## src/sv/tsavpd_pkg.sv

```systemverilog
package tsavpd_pkg;

  localparam logic [7:0] SYNC_BYTE        = 8'h47;
  localparam logic [7:0] VIDEO_SID_LOW    = 8'hE0;
  localparam logic [7:0] VIDEO_SID_HIGH   = 8'hEF;
  localparam logic [7:0] AUDIO_SID_LOW    = 8'hC0;
  localparam logic [7:0] AUDIO_SID_HIGH   = 8'hDF;
  localparam logic [7:0] PRIVATE_1_SID    = 8'hBD;
  localparam logic [8:0] DEFAULT_SID_POS  = 9'd7;
  localparam logic [8:0] ADAPT_SID_BASE   = 9'd8;
  localparam logic [7:0] POS_PID_HIGH     = 8'd1;
  localparam logic [7:0] POS_PID_LOW      = 8'd2;
  localparam logic [7:0] POS_FLAGS        = 8'd3;
  localparam logic [7:0] POS_ADAPT_LEN    = 8'd4;
  localparam int         UNIT_START_BIT   = 6;
  localparam int         ADAPT_BIT        = 5;

  typedef struct packed {
    logic [7:0] data_byte;
    logic       end_of_buffer;
  } byte_beat_t;

  typedef struct packed {
    logic [12:0] video_pid;
    logic        video_found;
    logic [12:0] audio_pid;
    logic        audio_found;
    logic        audio_is_ac3;
  } result_t;

endpackage

```

## src/sv/tsavpd_out_buf.sv

```systemverilog
module tsavpd_out_buf (
  input  logic                clk,
  input  logic                rst,
  input  logic                push,
  input  tsavpd_pkg::result_t push_data,
  output logic                full,
  output logic                result_valid,
  input  logic                result_stall,
  output tsavpd_pkg::result_t result_data
);

  logic                skid_valid;
  tsavpd_pkg::result_t skid_data;
  logic                pop;

  assign pop  = result_valid && !result_stall;
  assign full = skid_valid;

  always_ff @(posedge clk) begin
    if (rst) begin
      result_valid <= 1'b0;
      skid_valid   <= 1'b0;
    end else if (skid_valid && pop) begin
      result_valid <= 1'b1;
      skid_valid   <= 1'b0;
    end else if (push) begin
      if (!result_valid || pop) begin
        result_valid <= 1'b1;
      end else begin
        skid_valid <= 1'b1;
      end
    end else if (pop) begin
      result_valid <= 1'b0;
    end
  end

  always_ff @(posedge clk) begin
    if (skid_valid && pop) begin
      result_data <= skid_data;
    end else if (push) begin
      if (!result_valid || pop) begin
        result_data <= push_data;
      end else begin
        skid_data <= push_data;
      end
    end
  end

endmodule

```

## src/sv/ts_av_pid_detector_unit.sv

```systemverilog
// The result is registered in the output buffer from the end_of_buffer beat.
// One byte per cycle while not stalled; the parser state updates on accepted beats.
// A two-entry output buffer lets bytes flow while a result waits to be taken.
// Reset (rst, synchronous) returns the parser to sync hunting and empties the
// output buffer; the same parser state is also cleared after every result.
module ts_av_pid_detector_unit #(
  parameter int PACKET_BYTES = 188
) (
  input  logic                   clk,
  input  logic                   rst,
  input  logic                   byte_valid,
  output logic                   byte_stall,
  input  tsavpd_pkg::byte_beat_t byte_data,
  output logic                   result_valid,
  input  logic                   result_stall,
  output tsavpd_pkg::result_t    result_data
);

  localparam logic [7:0] LAST_POS = 8'(PACKET_BYTES - 1);

  logic        in_packet, in_packet_next;
  logic [7:0]  byte_position, byte_position_next;
  logic        unit_start_flag, unit_start_flag_next;
  logic        adaptation_flag, adaptation_flag_next;
  logic [12:0] captured_pid, captured_pid_next;
  logic [8:0]  stream_id_position, stream_id_position_next;
  logic [12:0] found_video_pid, found_video_pid_next;
  logic        video_seen, video_seen_next;
  logic [12:0] found_audio_pid, found_audio_pid_next;
  logic        audio_seen, audio_seen_next;
  logic        ac3_flag, ac3_flag_next;

  logic                accept;
  logic                buf_full;
  logic                push;
  tsavpd_pkg::result_t push_data;
  logic [7:0]          pos_inc;
  logic [8:0]          sid_pos_eff;
  logic [7:0]          b;

  assign byte_stall = buf_full;
  assign accept     = byte_valid && !byte_stall;
  assign b          = byte_data.data_byte;
  assign pos_inc    = byte_position + 8'd1;

  always_comb begin
    in_packet_next          = in_packet;
    byte_position_next      = byte_position;
    unit_start_flag_next    = unit_start_flag;
    adaptation_flag_next    = adaptation_flag;
    captured_pid_next       = captured_pid;
    stream_id_position_next = stream_id_position;
    found_video_pid_next    = found_video_pid;
    video_seen_next         = video_seen;
    found_audio_pid_next    = found_audio_pid;
    audio_seen_next         = audio_seen;
    ac3_flag_next           = ac3_flag;
    sid_pos_eff             = stream_id_position;
    push                    = 1'b0;
    push_data               = '0;

    if (accept) begin
      if (!in_packet) begin
        if (b == tsavpd_pkg::SYNC_BYTE) begin
          in_packet_next          = 1'b1;
          byte_position_next      = '0;
          unit_start_flag_next    = 1'b0;
          adaptation_flag_next    = 1'b0;
          captured_pid_next       = '0;
          stream_id_position_next = tsavpd_pkg::DEFAULT_SID_POS;
        end
      end else begin
        byte_position_next = pos_inc;
        if (pos_inc == tsavpd_pkg::POS_PID_HIGH) begin
          unit_start_flag_next = b[tsavpd_pkg::UNIT_START_BIT];
          captured_pid_next    = {b[4:0], 8'h00};
        end else if (pos_inc == tsavpd_pkg::POS_PID_LOW) begin
          captured_pid_next = {captured_pid[12:8], b};
        end else if (pos_inc == tsavpd_pkg::POS_FLAGS) begin
          adaptation_flag_next = b[tsavpd_pkg::ADAPT_BIT];
        end else if (pos_inc == tsavpd_pkg::POS_ADAPT_LEN && adaptation_flag) begin
          sid_pos_eff             = tsavpd_pkg::ADAPT_SID_BASE + {1'b0, b};
          stream_id_position_next = sid_pos_eff;
        end

        if (pos_inc >= tsavpd_pkg::POS_ADAPT_LEN && {1'b0, pos_inc} == sid_pos_eff &&
            unit_start_flag && !(video_seen && audio_seen)) begin
          if (b >= tsavpd_pkg::VIDEO_SID_LOW && b <= tsavpd_pkg::VIDEO_SID_HIGH) begin
            found_video_pid_next = captured_pid;
            video_seen_next      = 1'b1;
          end else if (b >= tsavpd_pkg::AUDIO_SID_LOW &&
                       b <= tsavpd_pkg::AUDIO_SID_HIGH) begin
            found_audio_pid_next = captured_pid;
            audio_seen_next      = 1'b1;
            ac3_flag_next        = 1'b0;
          end else if (b == tsavpd_pkg::PRIVATE_1_SID) begin
            found_audio_pid_next = captured_pid;
            audio_seen_next      = 1'b1;
            ac3_flag_next        = 1'b1;
          end
        end

        if (pos_inc >= LAST_POS) begin
          in_packet_next = 1'b0;
        end
      end

      if (byte_data.end_of_buffer) begin
        push                   = 1'b1;
        push_data.video_pid    = video_seen_next ? found_video_pid_next : '0;
        push_data.video_found  = video_seen_next;
        push_data.audio_pid    = audio_seen_next ? found_audio_pid_next : '0;
        push_data.audio_found  = audio_seen_next;
        push_data.audio_is_ac3 = audio_seen_next && ac3_flag_next;

        in_packet_next          = 1'b0;
        byte_position_next      = '0;
        unit_start_flag_next    = 1'b0;
        adaptation_flag_next    = 1'b0;
        captured_pid_next       = '0;
        stream_id_position_next = tsavpd_pkg::DEFAULT_SID_POS;
        found_video_pid_next    = '0;
        video_seen_next         = 1'b0;
        found_audio_pid_next    = '0;
        audio_seen_next         = 1'b0;
        ac3_flag_next           = 1'b0;
      end
    end
  end

  always_ff @(posedge clk) begin
    if (rst) begin
      in_packet          <= 1'b0;
      byte_position      <= '0;
      unit_start_flag    <= 1'b0;
      adaptation_flag    <= 1'b0;
      captured_pid       <= '0;
      stream_id_position <= tsavpd_pkg::DEFAULT_SID_POS;
      found_video_pid    <= '0;
      video_seen         <= 1'b0;
      found_audio_pid    <= '0;
      audio_seen         <= 1'b0;
      ac3_flag           <= 1'b0;
    end else begin
      in_packet          <= in_packet_next;
      byte_position      <= byte_position_next;
      unit_start_flag    <= unit_start_flag_next;
      adaptation_flag    <= adaptation_flag_next;
      captured_pid       <= captured_pid_next;
      stream_id_position <= stream_id_position_next;
      found_video_pid    <= found_video_pid_next;
      video_seen         <= video_seen_next;
      found_audio_pid    <= found_audio_pid_next;
      audio_seen         <= audio_seen_next;
      ac3_flag           <= ac3_flag_next;
    end
  end

  tsavpd_out_buf u_out_buf (
    .clk          (clk),
    .rst          (rst),
    .push         (push),
    .push_data    (push_data),
    .full         (buf_full),
    .result_valid (result_valid),
    .result_stall (result_stall),
    .result_data  (result_data)
  );

endmodule

```

## config.mk

```make
export PLATFORM = sky130hd
export DESIGN_NAME = ts_av_pid_detector_unit
export DESIGN_NICKNAME = d
export VERILOG_FILES = /design/src/sv/tsavpd_pkg.sv /design/src/sv/tsavpd_out_buf.sv /design/src/sv/ts_av_pid_detector_unit.sv
export SDC_FILE = /design/constraint.sdc
export NUM_CORES = 1
export LEC_CHECK = 0
export ABC_AREA = 1
export BUFFER_PORTS_ARGS = -buffer_cell sky130_fd_sc_hd__buf_2
export CAP_MARGIN = 20
export CELL_PAD_IN_SITES_DETAIL_PLACEMENT = 1
export CELL_PAD_IN_SITES_GLOBAL_PLACEMENT = 1
export CORE_UTILIZATION = 35
export DETAILED_ROUTE_END_ITERATION = 6
export PLACE_DENSITY = 0.63
export SYNTH_ARGS = -nofsm -noshare
export SYNTH_HDL_FRONTEND = slang
export SYNTH_SLANG_ARGS = --single-unit
```

## constraint.sdc

```tcl
create_clock -name clk -period 8.6 [get_ports clk]
set_clock_uncertainty 0.05 [all_clocks]
set_input_delay 1.72 -clock clk [delete_from_list [all_inputs] [get_ports clk]]
set_output_delay 1.72 -clock clk [all_outputs]
set_load 0.05 [all_outputs]
```

# After elaboration in Yosys (flattened, before gate mapping)
# Index checks and enable logic that the tools add are counted.
# op_classes
addsub	2
magnitude_cmp	6
eq_ne	13
n_mux	72
bitwise_logic	2
reduce_logical	29
# op_table
op	n
13-bit two-way mux	16
29-bit two-way mux	5
9-bit two-way mux	9
1-bit two-way mux	38
8-bit two-way mux	4
8-bit >= comparator, second input constant	3
8-bit by 2-bit equality test with 1-bit output, second input constant	2
8-bit less-or-equal comparator, second input constant	2
1-bit logical AND	11
4-bit by 8-bit adder with 9-bit output, first input constant	1
8-bit by 9-bit equality test with 1-bit output	1
3-bit AND reduction	3
8-bit by 1-bit adder with 8-bit output, second input constant	1
8-bit by 1-bit equality test with 1-bit output, second input constant	1
8-bit by 3-bit equality test with 1-bit output, second input constant	1
8-bit by 7-bit equality test with 1-bit output, second input constant	1
8-bit equality test, second input constant	1
8-bit by 3-bit >= comparator with 1-bit output, second input constant	1
2-bit AND reduction	4
3-bit by 2-bit != test with 1-bit output, second input constant	2
3-bit != test, second input constant	2
3-bit nonzero test	2
5-bit AND reduction	1
1-bit logical NOT	4
6 further kinds	8
# totals
reg_bits	122
in_bits	13
output_inout_bits	31
word_cells	148

# Longest topological paths before layout
# Gate-level depths: netlist (run 1).
# depth
word_depth	22
mapped_depth	20
ltp_nobuf	19

# Modules after synthesis
# From an unflattened synthesis (run 1), not the netlist that was laid out.
# hier_totals
hier_cells	789
hier_area_um2	6107.1
# modules_own_cells
module	n_inst	cells_each	area_each_um2	seq_area_each_um2
ts_av_pid_detector_unit	1	618	3880.0	1241.2
tsavpd_out_buf	1	171	2227.1	1781.7

# Worst setup path before layout (run 1)
# No wires, ideal clock.
# synth_timing
kind	in2reg
start	input byte_valid
end	register u_out_buf.skid_data[0] in the netlist's numbering, enable pin
setup_time_ps	416
t_arrival_ps	3400
required_time_ps	8134
slack_ps	4734
path_stages	4
n_path_buf	0
path_cell_list	nand2_1 > nor2_1 > inv_1 > nor2_1
# synth_via
elab_chain_cells	3
# synth_lines
item	line	source
start: declaration	ts_av_pid_detector_unit.sv:11	input logic byte_valid,
1-bit logical AND	ts_av_pid_detector_unit.sv:42	assign accept = byte_valid && !byte_stall;
1-bit two-way mux	ts_av_pid_detector_unit.sv:62	if (accept) begin
3-bit AND reduction (no source line)	--	
end signal: assignment	tsavpd_out_buf.sv:44	skid_data <= push_data;
end: declaration	tsavpd_out_buf.sv:13	tsavpd_pkg::result_t skid_data;
# Every way passes these cells.
# A chain may end at the register's enable or synchronous reset.

# Worst setup path in the final report (run 1)
# layout_timing
start	register byte_position[0]
end	register, netlist name u_out_buf.result_data[3]
# layout_via
elab_chain_cells	22
elab_cells_between_ends	28
classes_between	1 x add/sub; 1 x order compare; 5 x eq/ne; 17 x mux; 4 x reduce/logical
# layout_lines
item	line	source
start: declaration	ts_av_pid_detector_unit.sv:22	logic [7:0] byte_position, byte_position_next;
start signal: assignment	ts_av_pid_detector_unit.sv:146	byte_position <= byte_position_next;
8-bit by 1-bit adder with 8-bit output (*)	ts_av_pid_detector_unit.sv:44	assign pos_inc = byte_position + 8'd1;
8-bit by 3-bit equality test with 1-bit output	ts_av_pid_detector_unit.sv:81	end else if (pos_inc == tsavpd_pkg::POS_ADAPT_LEN && adaptation_flag) begin
1-bit logical AND	ts_av_pid_detector_unit.sv:81	
9-bit two-way mux	--	
9-bit two-way mux	ts_av_pid_detector_unit.sv:79	end else if (pos_inc == tsavpd_pkg::POS_FLAGS) begin
9-bit two-way mux (2 in a row)	--	
9-bit two-way mux	ts_av_pid_detector_unit.sv:63	if (!in_packet) begin
9-bit two-way mux	ts_av_pid_detector_unit.sv:62	
(+5 left out)	--	
1-bit two-way mux	ts_av_pid_detector_unit.sv:63	
1-bit two-way mux	ts_av_pid_detector_unit.sv:62	
13-bit two-way mux (*)	ts_av_pid_detector_unit.sv:112	push_data.audio_pid = audio_seen_next ? found_audio_pid_next : '0;
29-bit two-way mux (*)	ts_av_pid_detector_unit.sv:108	if (byte_data.end_of_buffer) begin
29-bit two-way mux (*)	ts_av_pid_detector_unit.sv:62	
29-bit two-way mux (*)	tsavpd_out_buf.sv:41	if (!result_valid || pop) begin
29-bit two-way mux (*)	tsavpd_out_buf.sv:40	end else if (push) begin
29-bit two-way mux (*)	tsavpd_out_buf.sv:38	if (skid_valid && pop) begin
# Mark *: on every way between the ends. The rest lies on a longest branch, timed or not. The select of a mux whose other input is x is not followed.

==> Flow_metrics.wiki, run 1 <==
{| class="wikitable"
! Metric !! Value
|-
| Area fraction of the dominant cell type after synthesis || 29.6%
|-
| Most used standard cell by instance count after synthesis || nand2_1
|-
| Cell taking the most area after synthesis || edfxtp_1
|-
| Overall overflow remaining after global route || 0
|-
| Required time at the endpoint of the critical path || 8.80 ns
|-
| Via-per-instance ratio || 4.97
|-
| Cells taking the most area after synthesis || edfxtp_1, dfxtp_1, nand2_1, inv_1, a21oi_1
|-
| Lkg Pwr || 2.61 nW
|-
| Fraction of met2 tracks used by global routing || 34.3%
|-
| Max-slew violation total from the final report || 0
|-
| Routing usage on met3 || 3.69%
|-
| Final Wtd Congestion || 0.813
|-
| Placeable Area || 16500 µm²
|-
| Primary FF master, synth || dfxtp_1
|-
| Synthesized net count || 770
|-
| PortBufs || 43
|-
| Most used cell, CP || nand2_1
|-
| CP cell instances || ha_1 -> nand3_1 -> xnor2_1 -> nor2_2 -> nand3_2 -> nand2_1 -> nand2_1 -> nand2_1 -> nand2_1 -> nor2_1 -> nand3_1 -> nor2_4 -> nand2_1 -> nand2_1 -> nand2_1 -> o21ai_1
|-
| Crit path max-delay family || simple AND/OR/NAND/NOR gates
|-
| Count of synthesis-stage warnings from yosys || 0
|-
| Reg clk slew, reported paths || 0.06 ns
|-
| Vias post-DR || 5056
|-
| Maximum achievable frequency || 232 MHz
|-
| Post-CTS setup buffers || 0
|-
| Number of violations of the max-capacitance limit || 0
|-
| Top post-synthesis cells by count || nand2_1, inv_1, dfxtp_1
|-
| Most heavily used metal layer in global routing || met2
|-
| Final setup violation count || 0
|-
| Clock latency at the later pin of the worst-skew pair || 0.42 ns
|-
| Wire length of the first global-routing pass || 26.3 mm
|-
| Final Net Count || 804
|-
| Synth cell types || 32
|-
| Cell area power density || 209 nW/µm²
|-
| Hold/Removal Path Class || flop to flop
|-
| CTS root buffer || clkbuf_16
|-
| Area growth from synthesis to layout || 18.1%
|-
| Number of top-level pins || 44
|-
| Fraction of registers with async set/reset || 0%
|-
| Data arrival time at the worst-slack endpoint || 4.50 ns
|-
| Critical path endpoint category || flop
|-
| Netlist area before placement || 5890 µm²
|-
| Antenna viol nets, final || 0
|-
| Sinks on Clock Net || 122
|-
| Total negative setup slack || 0 ns
|-
| Number of instances resized during post-cts repair || 0
|-
| Relative max-transition margin || 35.9%
|-
| Deepest clock path buffer count || 2
|-
| CTS tree || built
|-
| Global routing usage on met1 || 23.0%
|-
| Synthesized instance count || 751
|-
| Initial antenna violation count || 0
|-
| Vias in the first global route || 5164
|-
| Vertical extent of the die || 132 µm
|-
| Antenna fix cells || 0
|-
| Routed length per placed instance || 15.5 µm
|-
| Number of CTS-inserted buffers || 17
|-
| Horiz. Die Dim || 132 µm
|-
| Worst VDD drop || 137 µV
|-
| Portion of the clock cycle consumed by the worst path in the final layout || 50.0%
|-
| Outcome || completed
|-
| RSZ-0062 raised after global routing || no
|-
| Die area || 17400 µm²
|-
| Filler cells || 2033
|-
| Number of flops mapped to enable cells by yosys || 58
|-
| Syn avg cell area || 7.84 µm²
|-
| Std cell rows || 47
|-
| Pin count of the biggest net entering global routing || 57
|-
| Transition at the pin with the smallest max-transition slack || 0.957 ns
|-
| Hpwl dp || 11.5 mm
|-
| Number of search-and-repair iterations in the first detailed-routing pass || 5
|-
| Worst stage delay on the critical path || 0.54 ns
|-
| Worst-path fanout max || 30
|-
| Number of DRC violations after detailed routing || 0
|-
| Min Clock Period, post-route || 4.30 ns
|-
| Standard cell with the maximum stage delay on the critical path || nand2_1
|-
| Wire length reported by the detailed router || 15.8 mm
|-
| Hold buffers post-CTS || 0
|-
| Hold violation total from the final report || 0
|-
| Critical path buffer and inverter count || 0
|-
| Level count of the clock H-tree || 4
|-
| Type of element launching the critical path || flop
|-
| Share of post-route cells with drive strength above 1 || 11.9%
|-
| Starting density of the core || 35.6%
|-
| Sequential element share of the synthesized area || 51.3%
|-
| Detailed Route Iter0 Violations || 252
|-
| Total of flip-flops plus latches after synthesis || 122
|-
| Crit Path Class || flop to flop
|-
| Power Total || 1.45 mW
|-
| Global-route usage over all layers || 19.5%
|}
[layout by cell type (no fill, tap or decap), drive strengths merged, types with 2 or more instances in the layout]
cell / Yosys / routed
nand2: 225 / 225
nand3b: 3 / 3
a31oi: 2 / 2
edfxtp: 58 / 58
nand3: 56 / 56
o21ai: 38 / 38
inv: 84 / 90
buf: 13 / 50
a21oi: 54 / 54
clkbuf: 22 / 17
nor2: 66 / 66
nor4: 2 / 2
clkinv: 0 / 4
o22ai: 2 / 2
nor3: 4 / 4
nand4: 39 / 39
ha: 6 / 6
dfxtp: 64 / 64
xor2: 4 / 4
a22oi: 5 / 5
bufinv: 0 / 4
[cell families after synthesis]
kind of cell             share of synthesized area [%]
AO/OA/AOI/OAI                                     9.28
XOR/XNOR                                         0.743
adder cells (fa/ha/maj)                           1.27
buffers and inverters                             8.09
flip-flops                                        51.3
AND/OR/NAND/NOR                                   29.3
[cell type report]
| cell class | instances | area [µm²] | share of cell area, % |
|---|---|---|---|
| Multi-Input combinational cell | 510 | 2400 | 34.5 |
| Clock inverter | 15 | 211 | 3.04 |
| Sequential cell | 122 | 3020 | 43.5 |
| Inverter | 84 | 315 | 4.53 |
| Tap cell | 220 | 275 | 3.96 |
| Clock buffer | 17 | 425 | 6.12 |
| Timing Repair Buffer | 50 | 308 | 4.43 |
[sequential cells by signal, summed over array words and instances, names as in the netlist]
name	flops
stream_id_position	9
in_packet	1
found_video_pid	13
captured_pid	13
audio_seen	1
u_out_buf.result_valid	1
video_seen	1
u_out_buf.result_data	29
u_out_buf.skid_data	29
found_audio_pid	13
unit_start_flag	1
adaptation_flag	1
byte_position	8
ac3_flag	1
u_out_buf.full	1
[per-layer routing]
metal	vias to the layer above	part of all wire [%]
met5	-	0
met3	28	2.5
li1	2549	-
met1	2412	44
met2	67	51
met4	0	2.8
[per-stage QoR]
stage               std cells  area [µm²]  setup slack [ns]  hold slack (ns)  utilization, %
global placement          983        6250              4.13            0.400            37.9
global route             1018        6950              3.79            0.430            42.1
CTS                      1017        6930              4.23            0.413            42.0
detailed placement        985        6300              3.99            0.406            38.1
floorplan                 751        5890              4.73            0.390               -
finish                   1018        6950              4.30            0.413            42.1
[power breakdown]
part | total, mW | internal [mW] | leakage, nW | switching, mW
Clock | 0.773 | 0.491 | 0.310 | 0.282
Combinational | 0.0669 | 0.0136 | 1.18 | 0.0532
Sequential | 0.615 | 0.612 | 1.12 | 0.00241
[worst paths after layout]
path	from	endpoint	slack (ns)	cells after the start
setup / recovery	byte_position[0]$_SDFFE_PP0P_	u_out_buf.result_data[3]$_DFFE_PP_	4.30	16
hold / removal	found_video_pid[12]$_SDFFE_PP0P_	found_video_pid[12]$_SDFFE_PP0P_	0.41	2
setup reg to reg	byte_position[0]$_SDFFE_PP0P_	u_out_buf.result_data[3]$_DFFE_PP_	4.30	16
hold reg to reg	found_video_pid[12]$_SDFFE_PP0P_	found_video_pid[12]$_SDFFE_PP0P_	0.41	2
[worst reg2reg max path, stage by stage (launching register included)]
cell,delay [ns]
dfxtp_1,0.42
ha_1,0.26
nand3_1,0.18
xnor2_1,0.23
nor2_2,0.49
nand3_2,0.37
nand2_1,0.18
nand2_1,0.09
nand2_1,0.11
nand2_1,0.06
nor2_1,0.10
nand3_1,0.15
nor2_4,0.31
nand2_1,0.11
nand2_1,0.11
nand2_1,0.54
o21ai_1,0.36
No activity file was read; power rests on OpenSTA's default activity.
==> run 2, diff against run 1 <==
PLACE_DENSITY = 0.65   (was 0.63)
clock period = 3.7 ns   (was 8.6 ns; I/O delays follow)
==> Flow_metrics.wiki, run 2 (synthesized netlist as in run 1, its figures left out) <==
{| class="wikitable"
! Metric !! Value
|-
| Outcome || completed (unchanged)
|-
| Die area || 17400 µm² (unchanged)
|-
| Reg2Reg Depth || 17 (was 16)
|-
| Routed length per placed instance || 16.0 µm (was 15.5 µm)
|-
| Deepest clock path buffer count || 2 (unchanged)
|-
| Sinks on Clock Net || 122 (unchanged)
|-
| Reg clk slew, reported paths || 0.06 ns (about the same)
|-
| Final Wtd Congestion || 0.823 (was 0.813)
|-
| Portion of the clock cycle consumed by the worst path in the final layout || 88.3% (was 50.0%)
|-
| Antenna fix cells || 0 (unchanged)
|-
| Most common library cell in the layout ignoring fill and taps || nand2_1 (unchanged)
|-
| Worst VDD drop || 292 µV (was 137 µV)
|-
| Clock latency at the later pin of the worst-skew pair || 0.42 ns (about the same)
|-
| Worst-path fanout max || 11 (was 30)
|-
| Total negative setup slack || 0 ns (unchanged)
|-
| Data arrival time at the worst-slack endpoint || 3.39 ns (was 4.50 ns)
|-
| Number of search-and-repair iterations in the first detailed-routing pass || 4 (was 5)
|-
| Number of CTS-inserted buffers || 17 (unchanged)
|-
| Antenna viol nets, final || 0 (unchanged)
|-
| Filler cells || 2017 (was 2033)
|-
| Placeable Area || 16500 µm² (unchanged)
|-
| Top library cells by usage in the layout, fill and taps aside || nand2_1, inv_1, dfxtp_1 (unchanged)
|-
| Hold Crit Endpoint || found_video_pid[9]$_SDFFE_PP0P_ (was found_video_pid[12]$_SDFFE_PP0P_)
|-
| Min-Delay Path Depth || 2 (unchanged)
|-
| Required time at the endpoint of the critical path || 3.82 ns (was 8.80 ns)
|-
| Lkg Pwr || 2.67 nW (was 2.61 nW)
|-
| CTS root buffer || clkbuf_16 (unchanged)
|-
| Critical path endpoint category || flop (unchanged)
|-
| Number of DRC violations after detailed routing || 0 (unchanged)
|-
| Vias in the first global route || 5334 (was 5164)
|-
| Hold/Removal Path Class || flop to flop (unchanged)
|-
| Slack of the worst reg-to-reg path || 0.43 ns (was 4.30 ns)
|-
| Worst reg2reg path startpoint || byte_position[1]$_SDFFE_PP0P_ (was byte_position[0]$_SDFFE_PP0P_)
|-
| Number of violations of the max-capacitance limit || 0 (unchanged)
|-
| Hpwl dp || 11.9 mm (was 11.5 mm)
|-
| Pin count of the biggest net entering global routing || 56 (was 57)
|-
| Detailed Route Iter0 Violations || 279 (was 252)
|-
| Global-route usage over all layers || 20.1% (was 19.5%)
|-
| Horiz. Die Dim || 132 µm (unchanged)
|-
| CTS tree || built (unchanged)
|-
| Share of post-route cells with drive strength above 1 || 13.0% (was 11.9%)
|-
| Transition at the pin with the smallest max-transition slack || 0.978 ns (was 0.957 ns)
|-
| Wire length reported by the detailed router || 16.5 mm (was 15.8 mm)
|-
| Hold violation total from the final report || 0 (unchanged)
|-
| Starting density of the core || 35.6% (unchanged)
|-
| Vias post-DR || 5104 (was 5056)
|-
| Hold Crit Start || found_video_pid[9]$_SDFFE_PP0P_ (was found_video_pid[12]$_SDFFE_PP0P_)
|-
| Number of top-level pins || 44 (unchanged)
|-
| Initial antenna violation count || 0 (unchanged)
|-
| Std cell rows || 47 (unchanged)
|-
| Maximum achievable frequency || 306 MHz (was 232 MHz)
|-
| Max-slew violation total from the final report || 0 (unchanged)
|-
| Largest registers ranked by flip-flop count || u_out_buf.result_data: 29 flops, u_out_buf.skid_data: 29 flops (unchanged)
|-
| Area growth from synthesis to layout || 19.2% (was 18.1%)
|-
| Cell area power density || 469 nW/µm² (was 209 nW/µm²)
|-
| Type of element launching the critical path || flop (unchanged)
|-
| Level count of the clock H-tree || 4 (unchanged)
|-
| Final setup violation count || 0 (unchanged)
|-
| RSZ-0062 raised after global routing || no (unchanged)
|-
| Min Clock Period, post-route || 3.27 ns (was 4.30 ns)
|-
| Final Net Count || 815 (was 804)
|-
| Reg-to-reg endpoint || u_out_buf.result_data[10]$_DFFE_PP_ (was u_out_buf.result_data[3]$_DFFE_PP_)
|-
| PortBufs || 43 (unchanged)
|-
| Crit Path Class || flop to flop (unchanged)
|-
| Overall overflow remaining after global route || 0 (unchanged)
|-
| Power Total || 3.29 mW (was 1.45 mW)
|-
| Wire length of the first global-routing pass || 27.5 mm (was 26.3 mm)
|-
| Via-per-instance ratio || 4.96 (was 4.97)
|-
| Relative max-transition margin || 34.7% (was 35.9%)
|-
| Vertical extent of the die || 132 µm (unchanged)
|}
## run 2: changes by cell type in the layout (fill, tap and decap cells not counted), moves of 2 or more
cell       change
clkbuf_8       +4
clkinv_4       -3
inv_4          +3
nand3_4        +2
buf_4         +12
inv_6          -5
bufinv_16      -2
nand3_2        -2
## run 2: report_power, final
part / switching (mW) / internal, mW / total [mW]
clock network: 0.605 / 1.10 / 1.71
registers: 0.00587 / 1.42 / 1.43
logic: 0.125 / 0.0289 / 0.154
total: 0.736 / 2.56 / 3.29
## run 2: how the worst max path moves through the flow
stage / startpoint / endpoint / slack (ns) / cells past startpoint
2_1_floorplan: byte_valid / u_out_buf.skid_data[0]$_DFFE_PP_ / 0.81 / 4
3_3_place_gp: byte_position[1]$_SDFFE_PP0P_ / u_out_buf.result_data[23]$_DFFE_PP_ / 0.44 / 17
3_5_place_dp: byte_position[0]$_SDFFE_PP0P_ / u_out_buf.result_data[22]$_DFFE_PP_ / 0.25 / 17
4_1_cts: byte_position[1]$_SDFFE_PP0P_ / u_out_buf.result_data[22]$_DFFE_PP_ / 0.23 / 17
5_1_grt: byte_position[0]$_SDFFE_PP0P_ / u_out_buf.result_data[23]$_DFFE_PP_ / 0.05 / 18
6_report: byte_position[1]$_SDFFE_PP0P_ / u_out_buf.result_data[10]$_DFFE_PP_ / 0.43 / 17
## run 2: layout make-up
class                           count  area [µm²]  share of cell area, %
Timing Repair Buffer               61         375                   5.35
Clock buffer                       23         509                   7.25
Tap cell                          220         275                   3.92
Clock inverter                      9         105                   1.50
Multi-Input combinational cell    510        2420                   34.4
Sequential cell                   122        3020                   43.1
Inverter                           84         315                   4.49
## run 2: stage by stage
stage	instances	cell area [µm²]	setup WS [ns]	hold WS, ns	utilization (%)
after global routing	1029	7020	0.0525	0.435	42.5
after detailed placement	996	6360	0.253	0.411	38.5
after floorplan	751	5890	0.814	0.390	-
after global placement	996	6360	0.436	0.398	38.5
after CTS	1028	6980	0.230	0.419	42.2
final	1029	7020	0.434	0.417	42.5
## run 2: routing by layer
layer / wire length, µm / global-route usage [%] / up-vias
met2: 8140 / 34.6 / 79
met3: 540 / 3.54 / 10
li1: - / - / 2571
met1: 7700 / 25.5 / 2444
met4: 109 / 6.52 / 0
met5: 0 / 0 / -
## run 2: critical path, stage by stage, from the launching register on
cell	delay (ns)
dfxtp_1	0.42
ha_1	0.25
nand3_1	0.16
o21ai_1	0.16
nand2_1	0.16
nor2_4	0.16
nand3_2	0.24
nand2_1	0.18
nand2_1	0.10
nand2_1	0.08
nand2_1	0.07
nor2_1	0.10
nand2_1	0.13
nor2_4	0.18
buf_4	0.18
nand4_1	0.15
nand2_1	0.19
o21ai_1	0.07
## run 2: repair_timing
action,4_1_cts,5_1_grt
endpoints found under the hold margin,0,0
buffers inserted,0,1
setup endpoints to repair,0,48
hold buffers,0,0
gates resized for setup,0,3
==> run 3, diff against run 2 <==
CORE_UTILIZATION = 30   (was 35)
PLACE_DENSITY = 0.57   (was 0.65)
==> Flow_metrics.wiki, run 3 (synthesized netlist as in run 1, its figures left out) <==
{| class="wikitable"
! Metric !! Value
|-
| Min Clock Period, post-route || 3.41 ns (was 3.27 ns)
|-
| Fraction of power consumed by the clock network || 52.1% (was 51.9%)
|-
| Portion of the clock cycle consumed by the worst path in the final layout || 92.2% (was 88.3%)
|-
| Cell area after layout || 7070 µm² (was 7020 µm²)
|-
| Number of placed cells counting well taps || 1036 (was 996)
|-
| Crit Path Class || flop to flop (unchanged)
|-
| Int Pwr || 2.47 mW (was 2.56 mW)
|-
| Placeable Area || 19000 µm² (was 16500 µm²)
|-
| Relative max-transition margin || 31.8% (was 34.7%)
|-
| Final setup margin || 0.290 ns (was 0.434 ns)
|-
| Horiz. Die Dim || 142 µm (was 132 µm)
|-
| Std cell rows || 50 (was 47)
|-
| CTS root buffer || clkbuf_16 (unchanged)
|-
| Proportion of power drawn by combinational gates || 4.7% (about the same)
|-
| Most common library cell in the layout ignoring fill and taps || nand2_1 (unchanged)
|-
| End-of-flow core utilization || 37.3% (was 42.5%)
|-
| Final Net Count || 817 (was 815)
|-
| Hold violation total from the final report || 0 (unchanged)
|-
| Number of search-and-repair iterations in the first detailed-routing pass || 4 (unchanged)
|-
| Level count of the clock H-tree || 4 (unchanged)
|-
| Transition at the pin with the smallest max-transition slack || 1.02 ns (was 0.978 ns)
|-
| Antenna fix cells || 0 (unchanged)
|-
| Number of CTS-inserted buffers || 17 (unchanged)
|-
| RSZ-0062 raised after global routing || no (unchanged)
|-
| Placement Cell Area || 6410 µm² (was 6360 µm²)
|-
| Cell area power density || 468 nW/µm² (was 469 nW/µm²)
|-
| Routed length per placed instance || 16.0 µm (about the same)
|-
| Area growth from synthesis to layout || 20.1% (was 19.2%)
|-
| Post-Route Hold Slack || 0.414 ns (was 0.417 ns)
|-
| Top library cells by usage in the layout, fill and taps aside || nand2_1, inv_1, dfxtp_1 (unchanged)
|-
| Number of violations of the max-capacitance limit || 0 (unchanged)
|-
| Worst VDD drop || 294 µV (was 292 µV)
|-
| Final Wtd Congestion || 0.835 (was 0.823)
|-
| Pin count of the biggest net entering global routing || 56 (unchanged)
|-
| Vias post-DR || 5163 (was 5104)
|-
| Data arrival time at the worst-slack endpoint || 3.53 ns (was 3.39 ns)
|-
| Vias in the first global route || 5367 (was 5334)
|-
| Via-per-instance ratio || 4.82 (was 4.96)
|-
| Reg clk slew, reported paths || 0.06 ns (about the same)
|-
| Wire length of the first global-routing pass || 28.2 mm (was 27.5 mm)
|-
| CTS tree || built (unchanged)
|-
| Net switching fraction of the power || 25.4% (was 22.3%)
|-
| Power Total || 3.31 mW (was 3.29 mW)
|-
| Wire length reported by the detailed router || 17.1 mm (was 16.5 mm)
|-
| Initial antenna violation count || 0 (unchanged)
|-
| Setup slack after placement || 0.163 ns (was 0.253 ns)
|-
| Sinks on Clock Net || 122 (unchanged)
|-
| Starting density of the core || 31.1% (was 35.6%)
|-
| Lkg Pwr || 2.66 nW (was 2.67 nW)
|-
| Share of post-route cells with drive strength above 1 || 13.4% (was 13.0%)
|-
| Max-slew violation total from the final report || 0 (unchanged)
|-
| Clock latency at the later pin of the worst-skew pair || 0.42 ns (about the same)
|-
| Total negative setup slack || 0 ns (unchanged)
|-
| Largest registers ranked by flip-flop count || u_out_buf.result_data: 29 flops, u_out_buf.skid_data: 29 flops (unchanged)
|-
| Final setup violation count || 0 (unchanged)
|-
| Part of the power in registers || 43.2% (was 43.4%)
|-
| Maximum achievable frequency || 293 MHz (was 306 MHz)
|-
| PortBufs || 43 (unchanged)
|-
| Number of DRC violations after detailed routing || 0 (unchanged)
|-
| Worst-path fanout max || 12 (was 11)
|-
| Non-filler cells, final || 1071 (was 1029)
|-
| Net switching power || 0.839 mW (was 0.736 mW)
|-
| Critical path endpoint category || flop (unchanged)
|-
| Deepest clock path buffer count || 2 (unchanged)
|-
| Detailed Route Iter0 Violations || 223 (was 279)
|-
| Type of element launching the critical path || flop (unchanged)
|-
| Required time at the endpoint of the critical path || 3.82 ns (about the same)
|-
| Number of top-level pins || 44 (unchanged)
|-
| Hold/Removal Path Class || flop to flop (unchanged)
|-
| Antenna viol nets, final || 0 (unchanged)
|-
| Vertical extent of the die || 142 µm (was 132 µm)
|-
| Die area || 20200 µm² (was 17400 µm²)
|-
| Global-route usage over all layers || 18.1% (was 20.1%)
|-
| Overall overflow remaining after global route || 0 (unchanged)
|-
| Outcome || completed (unchanged)
|-
| Hpwl dp || 12.1 mm (was 11.9 mm)
|}
[run 3: critical path, stage by stage, from the launching register on]
cell	delay, ns
dfxtp_1	0.44
ha_1	0.26
nand3_1	0.18
o21ai_1	0.17
nand2_1	0.16
nor2_4	0.18
buf_4	0.20
nand4_1	0.13
nand3_1	0.14
nand2_1	0.08
nor2_1	0.11
nand3_1	0.21
nor2_4	0.26
buf_4	0.16
nand4_1	0.16
nand2_1	0.19
o21ai_1	0.07
[run 3: what timing repair did]
action                                 CTS  global route
hold buffers                             0             0
endpoints found under the hold margin    0             0
setup endpoints to repair                0            46
buffers inserted                         0             2
gates resized for setup                  0             5
[run 3: power groups by stage]
stage / clock network, mW / registers [mW] / logic (mW)
floorplan: 0 / 1.50 / 0.0573
global placement: 0 / 1.46 / 0.157
detailed placement: 0 / 1.46 / 0.159
CTS: 1.76 / 1.43 / 0.160
global route: 1.81 / 1.43 / 0.170
finish: 1.73 / 1.43 / 0.156
[run 3: area by class of cell]
cell class	count	area [µm²]
timing repair buffer	62	370
inverter	84	315
clock inverter	15	178
sequential	122	3020
tap	260	325
clock buffer	17	425
multi-input combinational	511	2440
fill	2300	11900
[run 3: layer usage]
| metal | track usage (%) | routed length [µm] | share of wire [%] | up-vias |
|---|---|---|---|---|
| met1 | 23.5 | 8300 | 48 | 2498 |
| met5 | 0 | 0 | 0 | - |
| li1 | - | - | - | 2577 |
| met2 | 29.9 | 8100 | 47 | 69 |
| met4 | 6.06 | 237 | 1.4 | 0 |
| met3 | 3.84 | 489 | 2.9 | 19 |
[run 3: path summary, 6_finish.rpt]
kind | start | endpoint | slack [ns] | cells after the start
setup / recovery | byte_position[1]$_SDFFE_PP0P_ | u_out_buf.result_data[25]$_DFFE_PP_ | 0.29 | 16
setup reg to reg | byte_position[1]$_SDFFE_PP0P_ | u_out_buf.result_data[25]$_DFFE_PP_ | 0.29 | 16
hold / removal | stream_id_position[6]$_SDFFE_PP0P_ | stream_id_position[6]$_SDFFE_PP0P_ | 0.41 | 2
hold reg to reg | stream_id_position[6]$_SDFFE_PP0P_ | stream_id_position[6]$_SDFFE_PP0P_ | 0.41 | 2
